==> src/sv/nucleotide_2bit_packer_assert.svh <==
// Assertion macros for the nucleotide 2-bit packer.
`ifndef NUCLEOTIDE_2BIT_PACKER_ASSERT_SVH
`define NUCLEOTIDE_2BIT_PACKER_ASSERT_SVH
`ifndef ASSERT_OFF
// Property must hold at every clock edge outside reset.
`define N2B_ASSERT(lbl, clk, rst, prop, msg) \
   lbl: assert property (@(posedge clk) disable iff (rst) prop) else $error(msg);
// Condition must never be true outside reset.
`define N2B_NEVER(lbl, clk, rst, cond, msg) \
   lbl: assert property (@(posedge clk) disable iff (rst) !(cond)) else $error(msg);
`else
`define N2B_ASSERT(lbl, clk, rst, prop, msg)
`define N2B_NEVER(lbl, clk, rst, cond, msg)
`endif
`endif

==> src/sv/n2b_pkg.sv <==
// Types, constants and helper functions for the nucleotide 2-bit packer.
`default_nettype none
package n2b_pkg;

   localparam int POSITION_BITS_DEF = 40;
   localparam int LEN_W       = 31;
   localparam int HBASE_W     = 32;
   localparam int POS_OUT_W   = 40;
   localparam int BYTE_W      = 8;
   localparam int REQ_TDATA_W = 8;
   localparam int RSP_TDATA_W = 152;

   typedef enum logic [1:0] {
      OP_CHAR   = 2'd0,
      OP_END    = 2'd1,
      OP_FINISH = 2'd2,
      OP_NONE   = 2'd3
   } op_type;

   typedef enum logic [1:0] {
      KIND_PACKED = 2'd0,
      KIND_HOLE   = 2'd1,
      KIND_SEQ    = 2'd2,
      KIND_TAIL   = 2'd3
   } kind_type;

   typedef struct packed {
      logic       known;
      logic [1:0] code;
   } base_type;

   // A/C/G/T in either case; anything else packs as G
   function automatic base_type base_code(input logic [BYTE_W-1:0] s);
      base_type b;
      b.known = 1'b1;
      b.code  = 2'd2;
      case (s) inside
         8'h41, 8'h61: b.code = 2'd0;
         8'h43, 8'h63: b.code = 2'd1;
         8'h47, 8'h67: b.code = 2'd2;
         8'h54, 8'h74: b.code = 2'd3;
         default:      b.known = 1'b0;
      endcase
      return b;
   endfunction

   function automatic logic [LEN_W-1:0] sat_inc(input logic [LEN_W-1:0] v);
      return (v == '1) ? v : v + 1'b1;
   endfunction

endpackage
`default_nettype wire

==> src/sv/nucleotide_2bit_packer.sv <==
// Nucleotide 2-bit packer: base packing, hole records and sequence records.
// Flow: an accepted item is held in the input register until it is processed; its
//   results are registered in the pending slots and then driven on rsp_.
// Throughput: one item per cycle while results are taken and items give at most one
//   result each; an item with more (up to four) holds the result port, one per cycle.
// Reset: synchronous, active high; clears all counters, the pack byte and pending results.
`default_nettype none
`include "nucleotide_2bit_packer_assert.svh"
module nucleotide_2bit_packer #(
   parameter int POSITION_BITS = n2b_pkg::POSITION_BITS_DEF
) (
   input  wire                              clock,
   input  wire                              reset,
   input  wire                              req_tvalid,
   output logic                             req_tready,
   input  wire  [n2b_pkg::REQ_TDATA_W-1:0]  req_tdata,  // [7:0] symbol
   input  wire  [1:0]                       req_tuser,  // [1:0] opcode
   output logic                             rsp_tvalid,
   input  wire                              rsp_tready,
   // [7:0] byte_value, [47:8] position, [78:48] run_length, [86:79] hole_char,
   // [118:87] hole_base, [149:119] hole_count, [151:150] zero
   output logic [n2b_pkg::RSP_TDATA_W-1:0]  rsp_tdata,
   output logic [1:0]                       rsp_tuser,  // [1:0] kind
   output logic                             rsp_tlast
);
   import n2b_pkg::*;

   localparam int PW = POSITION_BITS;

   // input register
   logic                 in_vld_ff, in_vld_in;
   op_type               in_op_ff;
   logic [BYTE_W-1:0]    in_sym_ff;

   // pending result slots, emitted lowest first:
   // bit 0 hole record, bit 1 sequence record, bit 2 byte, bit 3 count byte
   logic [3:0]           pend_ff, pend_in;
   logic [PW-1:0]        hrec_pos_ff;
   logic [LEN_W-1:0]     hrec_len_ff;
   logic [BYTE_W-1:0]    hrec_chr_ff;
   logic [PW-1:0]        srec_pos_ff;
   logic [LEN_W-1:0]     srec_len_ff;
   logic [HBASE_W-1:0]   srec_base_ff;
   logic [LEN_W-1:0]     srec_cnt_ff;
   kind_type             brec_kind_ff, brec_kind_in;
   logic [BYTE_W-1:0]    brec_val_ff, brec_val_in;
   logic [1:0]           crec_val_ff;

   // packer state
   logic [BYTE_W-1:0]    acc_ff, acc_in;
   logic [1:0]           fill_ff, fill_in;
   logic [PW-1:0]        total_ff, total_in;
   logic [PW-1:0]        seq_start_ff, seq_start_in;
   logic [LEN_W-1:0]     seq_len_ff, seq_len_in;
   logic                 hole_open_ff, hole_open_in;
   logic [PW-1:0]        hole_start_ff, hole_start_in;
   logic [LEN_W-1:0]     hole_len_ff, hole_len_in;
   logic [BYTE_W-1:0]    hole_sym_ff, hole_sym_in;
   logic [LEN_W-1:0]     his_ff, his_in;      // holes in current sequence
   logic [HBASE_W-1:0]   htot_ff, htot_in;    // holes overall

   logic                 proc_fire, rsp_fire, pend_single;
   logic [3:0]           pend_drain;
   base_type             bc;
   logic                 cont;
   logic [BYTE_W-1:0]    acc_or;

   // An item is processed when the slots are empty or their last result leaves now
   assign pend_single = (pend_ff & (pend_ff - 4'd1)) == 4'd0;
   assign rsp_fire    = rsp_tvalid && rsp_tready;
   assign proc_fire   = in_vld_ff && ((pend_ff == 4'd0) || (rsp_tready && pend_single));
   assign req_tready  = !in_vld_ff || proc_fire;
   assign pend_drain  = pend_ff & (pend_ff - 4'd1);

   assign bc     = base_code(in_sym_ff);
   assign cont   = hole_open_ff && !bc.known && (in_sym_ff == hole_sym_ff);
   assign acc_or = acc_ff | (BYTE_W'(bc.code) << {~fill_ff, 1'b0});

   always_comb begin
      in_vld_in     = in_vld_ff;
      pend_in       = rsp_fire ? pend_drain : pend_ff;
      brec_kind_in  = brec_kind_ff;
      brec_val_in   = brec_val_ff;
      acc_in        = acc_ff;
      fill_in       = fill_ff;
      total_in      = total_ff;
      seq_start_in  = seq_start_ff;
      seq_len_in    = seq_len_ff;
      hole_open_in  = hole_open_ff;
      hole_start_in = hole_start_ff;
      hole_len_in   = hole_len_ff;
      hole_sym_in   = hole_sym_ff;
      his_in        = his_ff;
      htot_in       = htot_ff;

      if (req_tvalid && req_tready) begin
         in_vld_in = 1'b1;
      end else if (proc_fire) begin
         in_vld_in = 1'b0;
      end

      if (proc_fire) begin
         pend_in = 4'b0000;
         unique case (in_op_ff)
            OP_CHAR: begin
               if (!cont && hole_open_ff) begin
                  pend_in[0] = 1'b1;
               end
               if (cont) begin
                  hole_len_in = sat_inc(hole_len_ff);
               end else if (!bc.known) begin
                  hole_open_in  = 1'b1;
                  hole_start_in = total_ff;
                  hole_len_in   = LEN_W'(1);
                  hole_sym_in   = in_sym_ff;
                  his_in        = sat_inc(his_ff);
                  htot_in       = htot_ff + 1'b1;
               end else begin
                  hole_open_in = 1'b0;
               end
               brec_kind_in = KIND_PACKED;
               brec_val_in  = acc_or;
               if (fill_ff == 2'd3) begin
                  pend_in[2] = 1'b1;
                  acc_in     = '0;
               end else begin
                  acc_in = acc_or;
               end
               fill_in    = fill_ff + 2'd1;
               total_in   = total_ff + 1'b1;
               seq_len_in = sat_inc(seq_len_ff);
            end
            OP_END: begin
               pend_in[0]   = hole_open_ff;
               pend_in[1]   = 1'b1;
               hole_open_in = 1'b0;
               seq_start_in = total_ff;
               seq_len_in   = '0;
               his_in       = '0;
            end
            OP_FINISH: begin
               if (seq_len_ff != '0 || hole_open_ff) begin
                  pend_in[0] = hole_open_ff;
                  pend_in[1] = 1'b1;
               end
               pend_in[2] = 1'b1;
               pend_in[3] = 1'b1;
               if (fill_ff != 2'd0) begin
                  brec_kind_in = KIND_PACKED;
                  brec_val_in  = acc_ff;
               end else begin
                  brec_kind_in = KIND_TAIL;
                  brec_val_in  = '0;
               end
               // whole stream state back to reset
               acc_in        = '0;
               fill_in       = '0;
               total_in      = '0;
               seq_start_in  = '0;
               seq_len_in    = '0;
               hole_open_in  = 1'b0;
               hole_start_in = '0;
               hole_len_in   = '0;
               hole_sym_in   = '0;
               his_in        = '0;
               htot_in       = '0;
            end
            OP_NONE: begin
               pend_in = 4'b0000;
            end
            default: begin
               pend_in = 4'b0000;
            end
         endcase
      end
   end

   always_ff @(posedge clock) begin
      if (reset) begin
         in_vld_ff     <= 1'b0;
         pend_ff       <= 4'b0000;
         acc_ff        <= '0;
         fill_ff       <= '0;
         total_ff      <= '0;
         seq_start_ff  <= '0;
         seq_len_ff    <= '0;
         hole_open_ff  <= 1'b0;
         hole_start_ff <= '0;
         hole_len_ff   <= '0;
         hole_sym_ff   <= '0;
         his_ff        <= '0;
         htot_ff       <= '0;
      end else begin
         in_vld_ff     <= in_vld_in;
         pend_ff       <= pend_in;
         acc_ff        <= acc_in;
         fill_ff       <= fill_in;
         total_ff      <= total_in;
         seq_start_ff  <= seq_start_in;
         seq_len_ff    <= seq_len_in;
         hole_open_ff  <= hole_open_in;
         hole_start_ff <= hole_start_in;
         hole_len_ff   <= hole_len_in;
         hole_sym_ff   <= hole_sym_in;
         his_ff        <= his_in;
         htot_ff       <= htot_in;
      end
   end

   // payload registers
   always_ff @(posedge clock) begin
      if (req_tvalid && req_tready) begin
         in_op_ff  <= op_type'(req_tuser);
         in_sym_ff <= req_tdata[BYTE_W-1:0];
      end
      if (proc_fire) begin
         // records take the state as it stood before this item
         hrec_pos_ff  <= hole_start_ff;
         hrec_len_ff  <= hole_len_ff;
         hrec_chr_ff  <= hole_sym_ff;
         srec_pos_ff  <= seq_start_ff;
         srec_len_ff  <= seq_len_ff;
         srec_base_ff <= htot_ff - HBASE_W'(his_ff);
         srec_cnt_ff  <= his_ff;
         brec_kind_ff <= brec_kind_in;
         brec_val_ff  <= brec_val_in;
         crec_val_ff  <= total_ff[1:0];
      end
   end

   // result selection: lowest pending slot goes out first
   always_comb begin
      rsp_tvalid = pend_ff != 4'b0000;
      rsp_tlast  = pend_single;
      rsp_tuser  = KIND_TAIL;
      rsp_tdata  = '0;
      if (pend_ff[0]) begin
         rsp_tuser        = KIND_HOLE;
         rsp_tdata[47:8]  = POS_OUT_W'(hrec_pos_ff);
         rsp_tdata[78:48] = hrec_len_ff;
         rsp_tdata[86:79] = hrec_chr_ff;
      end else if (pend_ff[1]) begin
         rsp_tuser          = KIND_SEQ;
         rsp_tdata[47:8]    = POS_OUT_W'(srec_pos_ff);
         rsp_tdata[78:48]   = srec_len_ff;
         rsp_tdata[118:87]  = srec_base_ff;
         rsp_tdata[149:119] = srec_cnt_ff;
      end else if (pend_ff[2]) begin
         rsp_tuser      = brec_kind_ff;
         rsp_tdata[7:0] = brec_val_ff;
      end else begin
         rsp_tuser      = KIND_TAIL;
         rsp_tdata[7:0] = BYTE_W'(crec_val_ff);
      end
   end

   // checks
   `N2B_ASSERT(a_last_drains, clock, reset, rsp_fire && rsp_tlast && !proc_fire |=> !rsp_tvalid, "slots not empty after last result")
   `N2B_NEVER(a_proc_overrun, clock, reset, proc_fire && !pend_single, "item processed over pending results")
   `N2B_ASSERT(a_finish_clears, clock, reset, proc_fire && in_op_ff == OP_FINISH |=> total_ff == '0 && fill_ff == 2'd0 && !hole_open_ff, "finish left stream state")
   `N2B_NEVER(a_hole_in_seq, clock, reset, hole_open_ff && seq_len_ff == '0, "open hole in empty sequence")

endmodule
`default_nettype wire
==> config.mk <==
export PLATFORM = sky130hd
export DESIGN_NAME = nucleotide_2bit_packer
export DESIGN_NICKNAME = d
export VERILOG_FILES = /design/src/sv/n2b_pkg.sv /design/src/sv/nucleotide_2bit_packer.sv
export VERILOG_INCLUDE_DIRS = /design/src /design/src/sv
export SDC_FILE = /design/constraint.sdc
export NUM_CORES = 1
export LEC_CHECK = 0
export BUFFER_PORTS_ARGS = -buffer_cell sky130_fd_sc_hd__buf_4
export CAP_MARGIN = 20
export CORE_MARGIN = 2
export CORE_UTILIZATION = 54
export CTS_BUF_LIST = sky130_fd_sc_hd__clkbuf_16
export CTS_CLUSTER_SIZE = 12
export DETAILED_ROUTE_END_ITERATION = 10
export PLACE_DENSITY = 0.87
export SLEW_MARGIN = 30
export SYNTH_ARGS = -nofsm -noshare
export SYNTH_HDL_FRONTEND = slang
export SYNTH_SLANG_ARGS = --single-unit
==> constraint.sdc <==
create_clock -name clock -period 4.7 [get_ports clock]
set_clock_uncertainty 0.2 [all_clocks]
set_input_delay 1.175 -clock clock [delete_from_list [all_inputs] [get_ports clock]]
set_output_delay 1.175 -clock clock [all_outputs]
set_load 0.02 [all_outputs]
==> out/summary.txt, run 1 <==
status = complete, no violations
worst r2r src = his_ff[0]
H-tree levels = 2
Die W = 207 um
crit-path leading delay family = buffers and inverters
CTS buffer count = 50
GRT met3 Usage = 4.46%
cell mode on critical path = buf_4
Setup Buffers After CTS = 0
setup TNS = 0 ns
post-DR vias/cell = 6.02
final slew viol count = 0
WP depth = 4
share of the synthesized area in the top cell type = 31.7%
number of routed nets with antenna violations = 0
Worst Setup SP = pend_ff[0]
largest net degree at the start of global routing = 135
top_reg_cell synth = dfxtp_1
DRT Pass-1 Iters = 7
average instance area after synthesis = 9.95 um2
met2 usage = 43.6%
Starting Density = 54.5%
CP arrival = 2.80 ns
hold crit path type = register to register
Critical Path Slowest Stage Cell = nor2_4
Yosys warning count = 0
worst r2r dst = srec_base_ff[26]
Core Util, Final = 62.6%
Hold-fix buffers, CTS = 0
RSZ-0062 raised after global routing = no
worst vdd ir = 0.265 mV
synthesized area = 22200 um2
min Tclk post-route = 4.17 ns
vias in the first global route = 17200
first-pass GRT wire length = 87600 um
asr flop ratio synth = 0%
grt met1 use = 32.4%
GRT Util Overall = 25.8%
CP endpoint kind = output port
Worst Path Required = 3.32 ns
CP peak stage delay = 0.70 ns
initial antenna violation count = 0
TritonCTS clock tree = yes
cells along the critical path = nor2_4 -> buf_4 -> a22o_1 -> buf_4
Max clock buf depth = 3
Syn Inst Count = 2227
Final period util = 88.7%
Fmax achieved = 240 MHz
max_cap viols = 0
Final nets = 2421
CTS clock-pin slew for the worst setup and hold paths = 0.06 ns
GRT overflow = 0
Post-synth EDFFs = 234
root buffer cell = clkbuf_16
CP Class = register to output port
Area Growth Syn to Fin = 14.7%
total core area = 40600 um2
PwrDens = 338 nW/um2
Ports = 171
initial DRC count = 1529
busiest grt layer = met2
DRT Wirelength = 56300 um
via count = 17700
top cells by area, synth = edfxtp_1 (32%), dfxtp_1 (24%), nand2_1 (4.8%), a21oi_1 (4.0%), nor2_1 (3.4%)
Crit Path Max Fanout = 45
Clock Sinks = 503
worst reg2reg setup slack = 0.57 ns
die span in y = 207 um
Routability Congestion = 0.898
final hold violations = 0
Final Setup Violations = 0
total die area = 42700 um2
Worst-Skew Late Latency = 0.61 ns
register area share after synthesis = 56.0%
reg2reg path depth = 11
layout cells sized above 1 = 12.1%
Leak = 9.64 nW
WL/cell = 19.2 um
fillers = 3033
Setup crit end = rsp_tdata[8]
CP Buf/Inv Count = 2
Slew @ Worst Pin = 0.891 ns
Seq cells post-synth = 503
# diodes = 0
Post-route DRC = 0
PostCTS Resize Cnt = 0
PortBufs = 168
Slew HR = 40.6%
row cnt = 74
post-synthesis cell type count = 77
Detail Placement HPWL = 37200 um
CP Launch Type = register
Synth area leader = edfxtp_1
[through the flow]
step                      power [mW]  hold WS, ns  instances  area [um2]  setup slack [ns]
after floorplan                 4.93        0.208       2228       22200            0.0409
after global placement          5.03        0.210       2844       23900             0.563
after detailed placement        5.04        0.213       2844       23900             0.402
after CTS                       8.61        0.226       2937       25400             0.481
after global routing            8.82        0.232       2937       25400             0.357
final                           8.59        0.223       2937       25400             0.529
[cells in the mapped netlist (all sizes together), types with 6 or more instances]
| master | number |
|---|---|
| nor3 | 73 |
| clkbuf | 103 |
| inv | 79 |
| nor4 | 23 |
| a211oi | 6 |
| and2 | 28 |
| and3 | 97 |
| buf | 10 |
| nand4 | 37 |
| a21o | 16 |
| o31ai | 19 |
| nand2 | 283 |
| o21ai | 76 |
| a22o | 78 |
| o21a | 9 |
| xor2 | 44 |
| nand3 | 65 |
| a21oi | 175 |
| nor2b | 50 |
| nor3b | 7 |
| ha | 42 |
| edfxtp | 234 |
| nand2b | 14 |
| xnor2 | 75 |
| nor2 | 198 |
| a31oi | 15 |
| or3 | 17 |
| and4 | 12 |
| dfxtp | 269 |
[report_power, final]
part           total (mW)  leakage [nW]  switching [mW]  internal, mW
Sequential           4.66          4.61          0.0289          4.63
Combinational       0.291          4.20           0.220        0.0711
Clock                3.64         0.832            1.65          1.99
Total                8.59          9.64            1.90          6.69
[worst reg2reg max path: stages (launching register included)]
cell	delay, ns
dfxtp_1	0.50
ha_1	0.22
inv_1	0.05
fa_1	0.40
a21o_1	0.21
a221o_1	0.33
a41o_1	0.30
a221o_1	0.39
a21oi_1	0.37
o31ai_1	0.18
a2111oi_0	0.55
nor3_1	0.13
[routing by layer]
| layer | vias up | wire, um | share of wire, % |
|---|---|---|---|
| met4 | 0 | 2000 | 3.5 |
| met2 | 777 | 27500 | 49 |
| met3 | 142 | 3820 | 6.8 |
| li1 | 8221 | - | - |
| met5 | - | 0 | 0 |
| met1 | 8536 | 22900 | 41 |
[worst min path at each step]
stage	from	endpoint	slack [ns]	cells after the start
floorplan	hole_start_ff[0]	hrec_pos_ff[0]	0.21	0
global placement	seq_start_ff[27]	srec_pos_ff[27]	0.21	0
detailed placement	seq_start_ff[34]	srec_pos_ff[34]	0.21	0
CTS	hole_start_ff[24]	hrec_pos_ff[24]	0.23	0
global route	seq_start_ff[31]	srec_pos_ff[31]	0.23	0
finish	hole_start_ff[24]	hrec_pos_ff[24]	0.22	0
[flip-flops by register name, indices dropped and copies added, names as in the netlist, 2 cells and up]
register / cells
srec_pos_ff: 40
total_ff: 40
acc_ff: 8
srec_len_ff: 31
his_ff: 31
hole_start_ff: 40
brec_val_ff: 8
hrec_chr_ff: 8
fill_ff: 2
hole_sym_ff: 8
hrec_len_ff: 31
in_op_ff: 2
seq_len_ff: 31
in_sym_ff: 8
pend_ff: 4
srec_cnt_ff: 31
srec_base_ff: 32
hole_len_ff: 31
htot_ff: 32
seq_start_ff: 40
crec_val_ff: 2
hrec_pos_ff: 40
[logic make-up (layout without fill, tap and decap cells)]
kind of cell               after synthesis  after routing  share of synthesized area (%)
xor gates and xnor gates               119            119                           4.70
adders and majority gates               45             45                           2.55
buffers and inverters                  194            371                           3.41
DFF                                    503            503                           56.0
and+or+nand+nor                        919            919                           20.3
AOI/OAI and AO/OA                      445            445                           13.0
muxes                                    1              1                         0.0452
other                                    1              2                         0.0169
[area by class of cell]
type	instances	area [um2]	area share [%]
clock buffer	52	1300	5.12
multi-input combinational	1531	9040	35.6
sequential	503	12400	48.8
tap	532	666	2.62
inverter	81	312	1.23
clock inverter	41	183	0.718
timing repair buffer	197	1510	5.93
[cells in the final DEF, fill, tap and decap left out, drive strengths merged, types with 75 or more instances in the layout]
cell    Yosys  layout
nand2     283     283
dfxtp     269     269
edfxtp    234     234
nor2      198     198
buf        10     197
a21oi     175     175
inv        79     109
and3       97      97
a22o       78      78
o21ai      76      76
xnor2      75      75
(Power assumes the default switching activity.)
==> inputs of run 2 (changes only) <==
Settings changed: ABC_AREA set to 1, CORE_UTILIZATION 54 to 45, PLACE_DENSITY 0.87 to unset.
==> run 2 against run 1 <==
Final area up 15%. Via count rose by 29%. Routed wire length grew 39%. Register-to-register slack better by 0.34 ns. Sequential power rose by 17%. Critical path type unchanged. Critical path depth up 1. Synthesized cell count increased by 53%. Clock power is 17% higher. Worst setup slack improved by 0.15 ns. Global-route usage increased by 0.28 points.
==> out/summary.txt, run 2 <==
CP arrival = 2.64 ns
post-DR vias/cell = 5.27
final hold violations = 0
register area share after synthesis = 48.6%
TritonCTS clock tree = yes
crit-path leading delay family = buffers and inverters
post-synthesis cell type count = 44
Worst Path Required = 3.32 ns
RSZ-0062 raised after global routing = no
Final Setup Violations = 0
DRT Pass-1 Iters = 5
die span in y = 242 um
row cnt = 87
initial DRC count = 2059
Worst Setup SP = pend_ff[0]
Fmax achieved = 249 MHz
worst r2r src = pend_ff[0]
Clock Sinks = 503
min Tclk post-route = 4.02 ns
Slew @ Worst Pin = 1.00 ns
Syn Inst Count = 3402
asr flop ratio synth = 0%
max_cap viols = 0
cell mode on critical path = buf_4
Max clock buf depth = 3
Die W = 242 um
Critical Path Slowest Stage Cell = inv_2
total core area = 56300 um2
PortBufs = 168
layout cells sized above 1 = 8.25%
total die area = 58700 um2
PwrDens = 445 nW/um2
Setup Buffers After CTS = 0
Worst-Skew Late Latency = 0.61 ns
Ports = 171
Crit Path Max Fanout = 35
Final period util = 85.5%
cells along the critical path = inv_2 -> buf_4 -> nand3_1 -> nand2_1 -> buf_4
CP Buf/Inv Count = 3
Post-route DRC = 0
setup TNS = 0 ns
Post-synth EDFFs = 234
most common cell after layout, fill and taps aside = nand2_1
Seq cells post-synth = 503
GRT Util Overall = 26.0%
Post-synth top cells = nand2_1 (912), nor2_1 (614), inv_1 (270)
top_reg_cell synth = dfxtp_1
Final nets = 3573
final slew viol count = 0
average instance area after synthesis = 7.50 um2
largest net degree at the start of global routing = 121
Detail Placement HPWL = 55500 um
commonest cells after routing, fill and taps aside = nand2_1 (912), nor2_1 (613), inv_1 (289), dfxtp_1 (267), edfxtp_1 (234)
Starting Density = 45.4%
first-pass GRT wire length = 121000 um
number of routed nets with antenna violations = 0
WL/cell = 18.2 um
count leader, synth = nand2_1
Slew HR = 33.3%
hold path start = seq_start_ff[1]
H-tree levels = 2
CP peak stage delay = 0.57 ns
GRT overflow = 0
share of the synthesized area in the top cell type = 27.5%
vias in the first global route = 21300
initial antenna violation count = 2
worst vdd ir = 0.364 mV
status = complete, no violations
Hold-fix buffers, CTS = 0
top cells by area, synth = edfxtp_1 (28%), dfxtp_1 (21%), nand2_1 (13%), nor2_1 (9.0%), a21oi_1 (4.2%)
Area Growth Syn to Fin = 14.3%
CP Launch Type = register
Synth area leader = edfxtp_1
CTS clock-pin slew for the worst setup and hold paths = 0.06 ns
synthesized area = 25500 um2
CTS buffer count = 55
via count = 22800
root buffer cell = clkbuf_16
Yosys warning count = 0
hold crit path type = register to register
CP Class = register to output port
Setup WS post-layout = 0.681 ns
Leak = 11.6 nW
DRT Wirelength = 78500 um
PostCTS Resize Cnt = 0
Core Util, Final = 51.9%
DP Worst Slack = 0.958 ns
CP endpoint kind = output port
Routability Congestion = 0.938
==> run 2: cell count changes after synthesis, moves of 40 or more <==
cell / change
a22o_1: -78
nand2_1: +631
nor2_1: +416
xnor2_1: -45
and3_1: -95
o21ai_0: +71
a21oi_1: +40
nand3_1: +147
nor2b_1: -50
inv_1: +192
==> run 2: area by class of cell <==
type,count,area (um2)
fill,5544,27100
sequential,503,12400
multi-input combinational,2482,11500
timing repair buffer,195,1510
clock buffer,55,1380
inverter,279,1050
tap,756,946
clock inverter,48,373
antenna,2,5.00
==> run 2: per-layer routing <==
metal | up-vias | GRT usage (%) | part of all wire [%]
li1 | 11300 | - | -
met1 | 10700 | 37.0 | 47
met4 | 0 | 8.24 | 2.9
met3 | 138 | 3.18 | 5.3
met2 | 649 | 41.4 | 45
met5 | - | 0 | 0
==> run 2: kinds of logic (layout without fill, tap and decap cells) <==
kind of cell / Yosys count / count (layout) / synth area share, %
AOI/OAI and AO/OA: 405 / 405 / 8.36
xor gates and xnor gates: 104 / 104 / 3.57
adders and majority gates: 43 / 43 / 2.14
buffers and inverters: 418 / 577 / 6.41
DFF: 503 / 503 / 48.6
other: 1 / 4 / 0.0147
and+or+nand+nor: 1928 / 1928 / 30.9
==> run 2: stage by stage <==
stage	power (mW)	hold WS [ns]	area, um2	cells
after floorplan	7.55	0.203	25500	3403
after global placement	8.78	0.208	27400	4215
after detailed placement	8.82	0.210	27400	4215
after CTS	13.1	0.224	29200	4318
after global routing	13.6	0.229	29200	4319
final	13.0	0.221	29200	4320
==> run 2: final timing paths <==
kind,to,slack [ns],cells after the start
worst max register to register,total_ff[5],0.91,11
worst max-delay path,rsp_tdata[17],0.68,5
worst min register to register,srec_pos_ff[1],0.22,0
worst min-delay path,srec_pos_ff[1],0.22,0
==> run 2: where the power goes <==
part | total (mW) | switching [mW] | leakage, nW | internal, mW
Combinational | 3.26 | 2.28 | 6.26 | 0.987
Clock | 4.25 | 1.80 | 0.930 | 2.45
Sequential | 5.46 | 0.230 | 4.41 | 5.23
==> inputs of run 3 (changes only) <==
Settings changed: ABC_AREA 1 to unset, CELL_PAD_IN_SITES_DETAIL_PLACEMENT set to 1, CELL_PAD_IN_SITES_GLOBAL_PLACEMENT set to 1, CORE_UTILIZATION 45 to 43, PLACE_DENSITY_LB_ADDON set to 0.15.
==> run 3 against run 2 <==
Register-to-register slack lost 0.37 ns. Sequential power is 15% lower. Cell count shrank 28%. Combinational power fell by 90%. Die area decreased by 9.0%. Hold slack improved by 0.0071 ns. Critical endpoint is now srec_base_ff[26]. Critical path depth increased by 6. First-iteration DRC count down 47%. Flip-flop and latch count unchanged. Count of clock-buffer cells in the layout shrank 1. Worst setup slack lost 0.14 ns. Maximum frequency shrank 3.4%.
==> out/summary.txt, run 3 (synthesis gave the netlist of run 1 again) <==
status = complete, no violations
Hold-fix buffers, CTS = 0
Slew HR = 39.1%
Routability Congestion = 0.835
vias in the first global route = 18000
Area Growth Syn to Fin = 16.2%
initial antenna violation count = 0
first-pass GRT wire length = 99800 um
die span in y = 231 um
root buffer cell = clkbuf_16
PostCTS Resize Cnt = 0
GRT met3 Usage = 3.64%
largest net degree at the start of global routing = 138
CTS clock-pin slew for the worst setup and hold paths = 0.06 ns
via count = 17400
H-tree levels = 2
post-DR vias/cell = 5.61
layout cells sized above 1 = 12.5%
Max clock buf depth = 3
Final Setup Violations = 0
Die W = 231 um
DRT Wirelength = 62800 um
# diodes = 0
total power = 8.82 mW
TritonCTS clock tree = yes
worst r2r src = his_ff[0]
Starting Density = 43.4%
Worst Path Required = 4.83 ns
most common cell after layout, fill and taps aside = nand2_1
Leak = 9.71 nW
number of routed nets with antenna violations = 0
reg2reg path depth = 11
Worst-Skew Late Latency = 0.61 ns
Hold Path End = hrec_pos_ff[22]
Ports = 171
worst vdd ir = 0.263 mV
total die area = 53400 um2
CP Launch Type = register
Post-route DRC = 0
Clock Sinks = 503
busiest grt layer = met2
final slew viol count = 0
total core area = 51100 um2
grt met1 use = 31.5%
setup TNS = 0 ns
Detail Placement HPWL = 42100 um
PwrDens = 343 nW/um2
max_cap viols = 0
CTS buffer count = 53
hold crit path type = register to register
met2 usage = 38.5%
worst reg2reg setup slack = 0.54 ns
RSZ-0062 raised after global routing = no
Critical Path Slowest Stage Cell = dfxtp_1
final instance area = 25800 um2
commonest cells after routing, fill and taps aside = nand2_1 (280), dfxtp_1 (267), edfxtp_1 (234), nor2_1 (197), buf_4 (197)
Slew @ Worst Pin = 0.914 ns
cells along the critical path = ha_1 -> inv_1 -> fa_1 -> a21o_1 -> a221o_1 -> a41o_1 -> a221o_1 -> a21oi_1 -> o31ai_1 -> a2111oi_0 -> nor3_1
worst r2r dst = srec_base_ff[26]
cell mode on critical path = a221o_1
Setup Buffers After CTS = 0
hold path depth = 0
Core Util, Final = 50.4%
WL/cell = 20.3 um
CP arrival = 4.29 ns
CP Class = register to register
PortBufs = 168
min Tclk post-route = 4.16 ns
GRT Util Overall = 23.4%
Crit Path Max Fanout = 7
placed cell area = 24200 um2
final hold violations = 0
Fmax achieved = 240 MHz
Final nets = 2428
initial DRC count = 1091
GRT overflow = 0
DRT Pass-1 Iters = 5
row cnt = 83
hold path start = hole_start_ff[22]
worst hold slack = 0.228 ns
CP endpoint kind = register
Final period util = 88.5%
CP peak stage delay = 0.53 ns
[run 3: cell count changes in the layout (fill, tap and decap cells not counted), moves of 30 or more]
cell	change
nor2_1	-416
xnor2_1	+45
o21ai_0	-72
xor2_1	-30
nand2_1	-632
nor3_1	-31
and3_1	+95
inv_1	-185
a22o_1	+78
nor2b_1	+49
nand3_1	-147
a21oi_1	-40
[run 3: where the power goes]
part	internal [mW]	total (mW)	switching [mW]
Combinational	0.0715	0.310	0.239
Clock	2.13	3.85	1.73
Sequential	4.63	4.66	0.0299
[run 3: cell type report]
type / count / area (um2)
Fill cell: 5725 / 25300
Sequential cell: 503 / 12400
Multi-Input combinational cell: 1531 / 9040
Timing Repair Buffer: 201 / 1550
Clock buffer: 54 / 1350
Tap cell: 680 / 851
Inverter: 81 / 312
Clock inverter: 45 / 235
[run 3: worst max-delay path by stage]
stage	startpoint	endpoint	slack (ns)	cells past startpoint
final	his_ff[0]	srec_base_ff[26]	0.54	11
after global routing	his_ff[0]	srec_base_ff[26]	0.34	11
after CTS	his_ff[0]	srec_base_ff[26]	0.60	11
after detailed placement	rsp_tready	total_ff[38]	0.36	13
after global placement	rsp_tready	total_ff[38]	0.45	13
after floorplan	rsp_tready	total_ff[34]	0.04	13
[run 3: per-layer routing]
| metal | routed length [um] | part of all wire, % |
|---|---|---|
| met4 | 1840 | 2.9 |
| met1 | 28700 | 46 |
| met3 | 2650 | 4.2 |
| met5 | 0 | 0 |
| met2 | 29600 | 47 |
[run 3: worst max-delay path: cells and delay by family, from the launching register on]
kind                       cells  cell delay, ns
AOI/OAI and AO/OA              7            2.39
adders and majority gates      2            0.62
DFF                            1            0.53
and+or+nand+nor                1            0.11
buffers and inverters          1            0.05
[run 3: stage by stage]
stage / setup WS [ns] / instances
after floorplan: 0.0409 / 2228
after global placement: 0.452 / 2996
after detailed placement: 0.361 / 2996
after CTS: 0.600 / 3095
after global routing: 0.337 / 3095
final: 0.539 / 3095
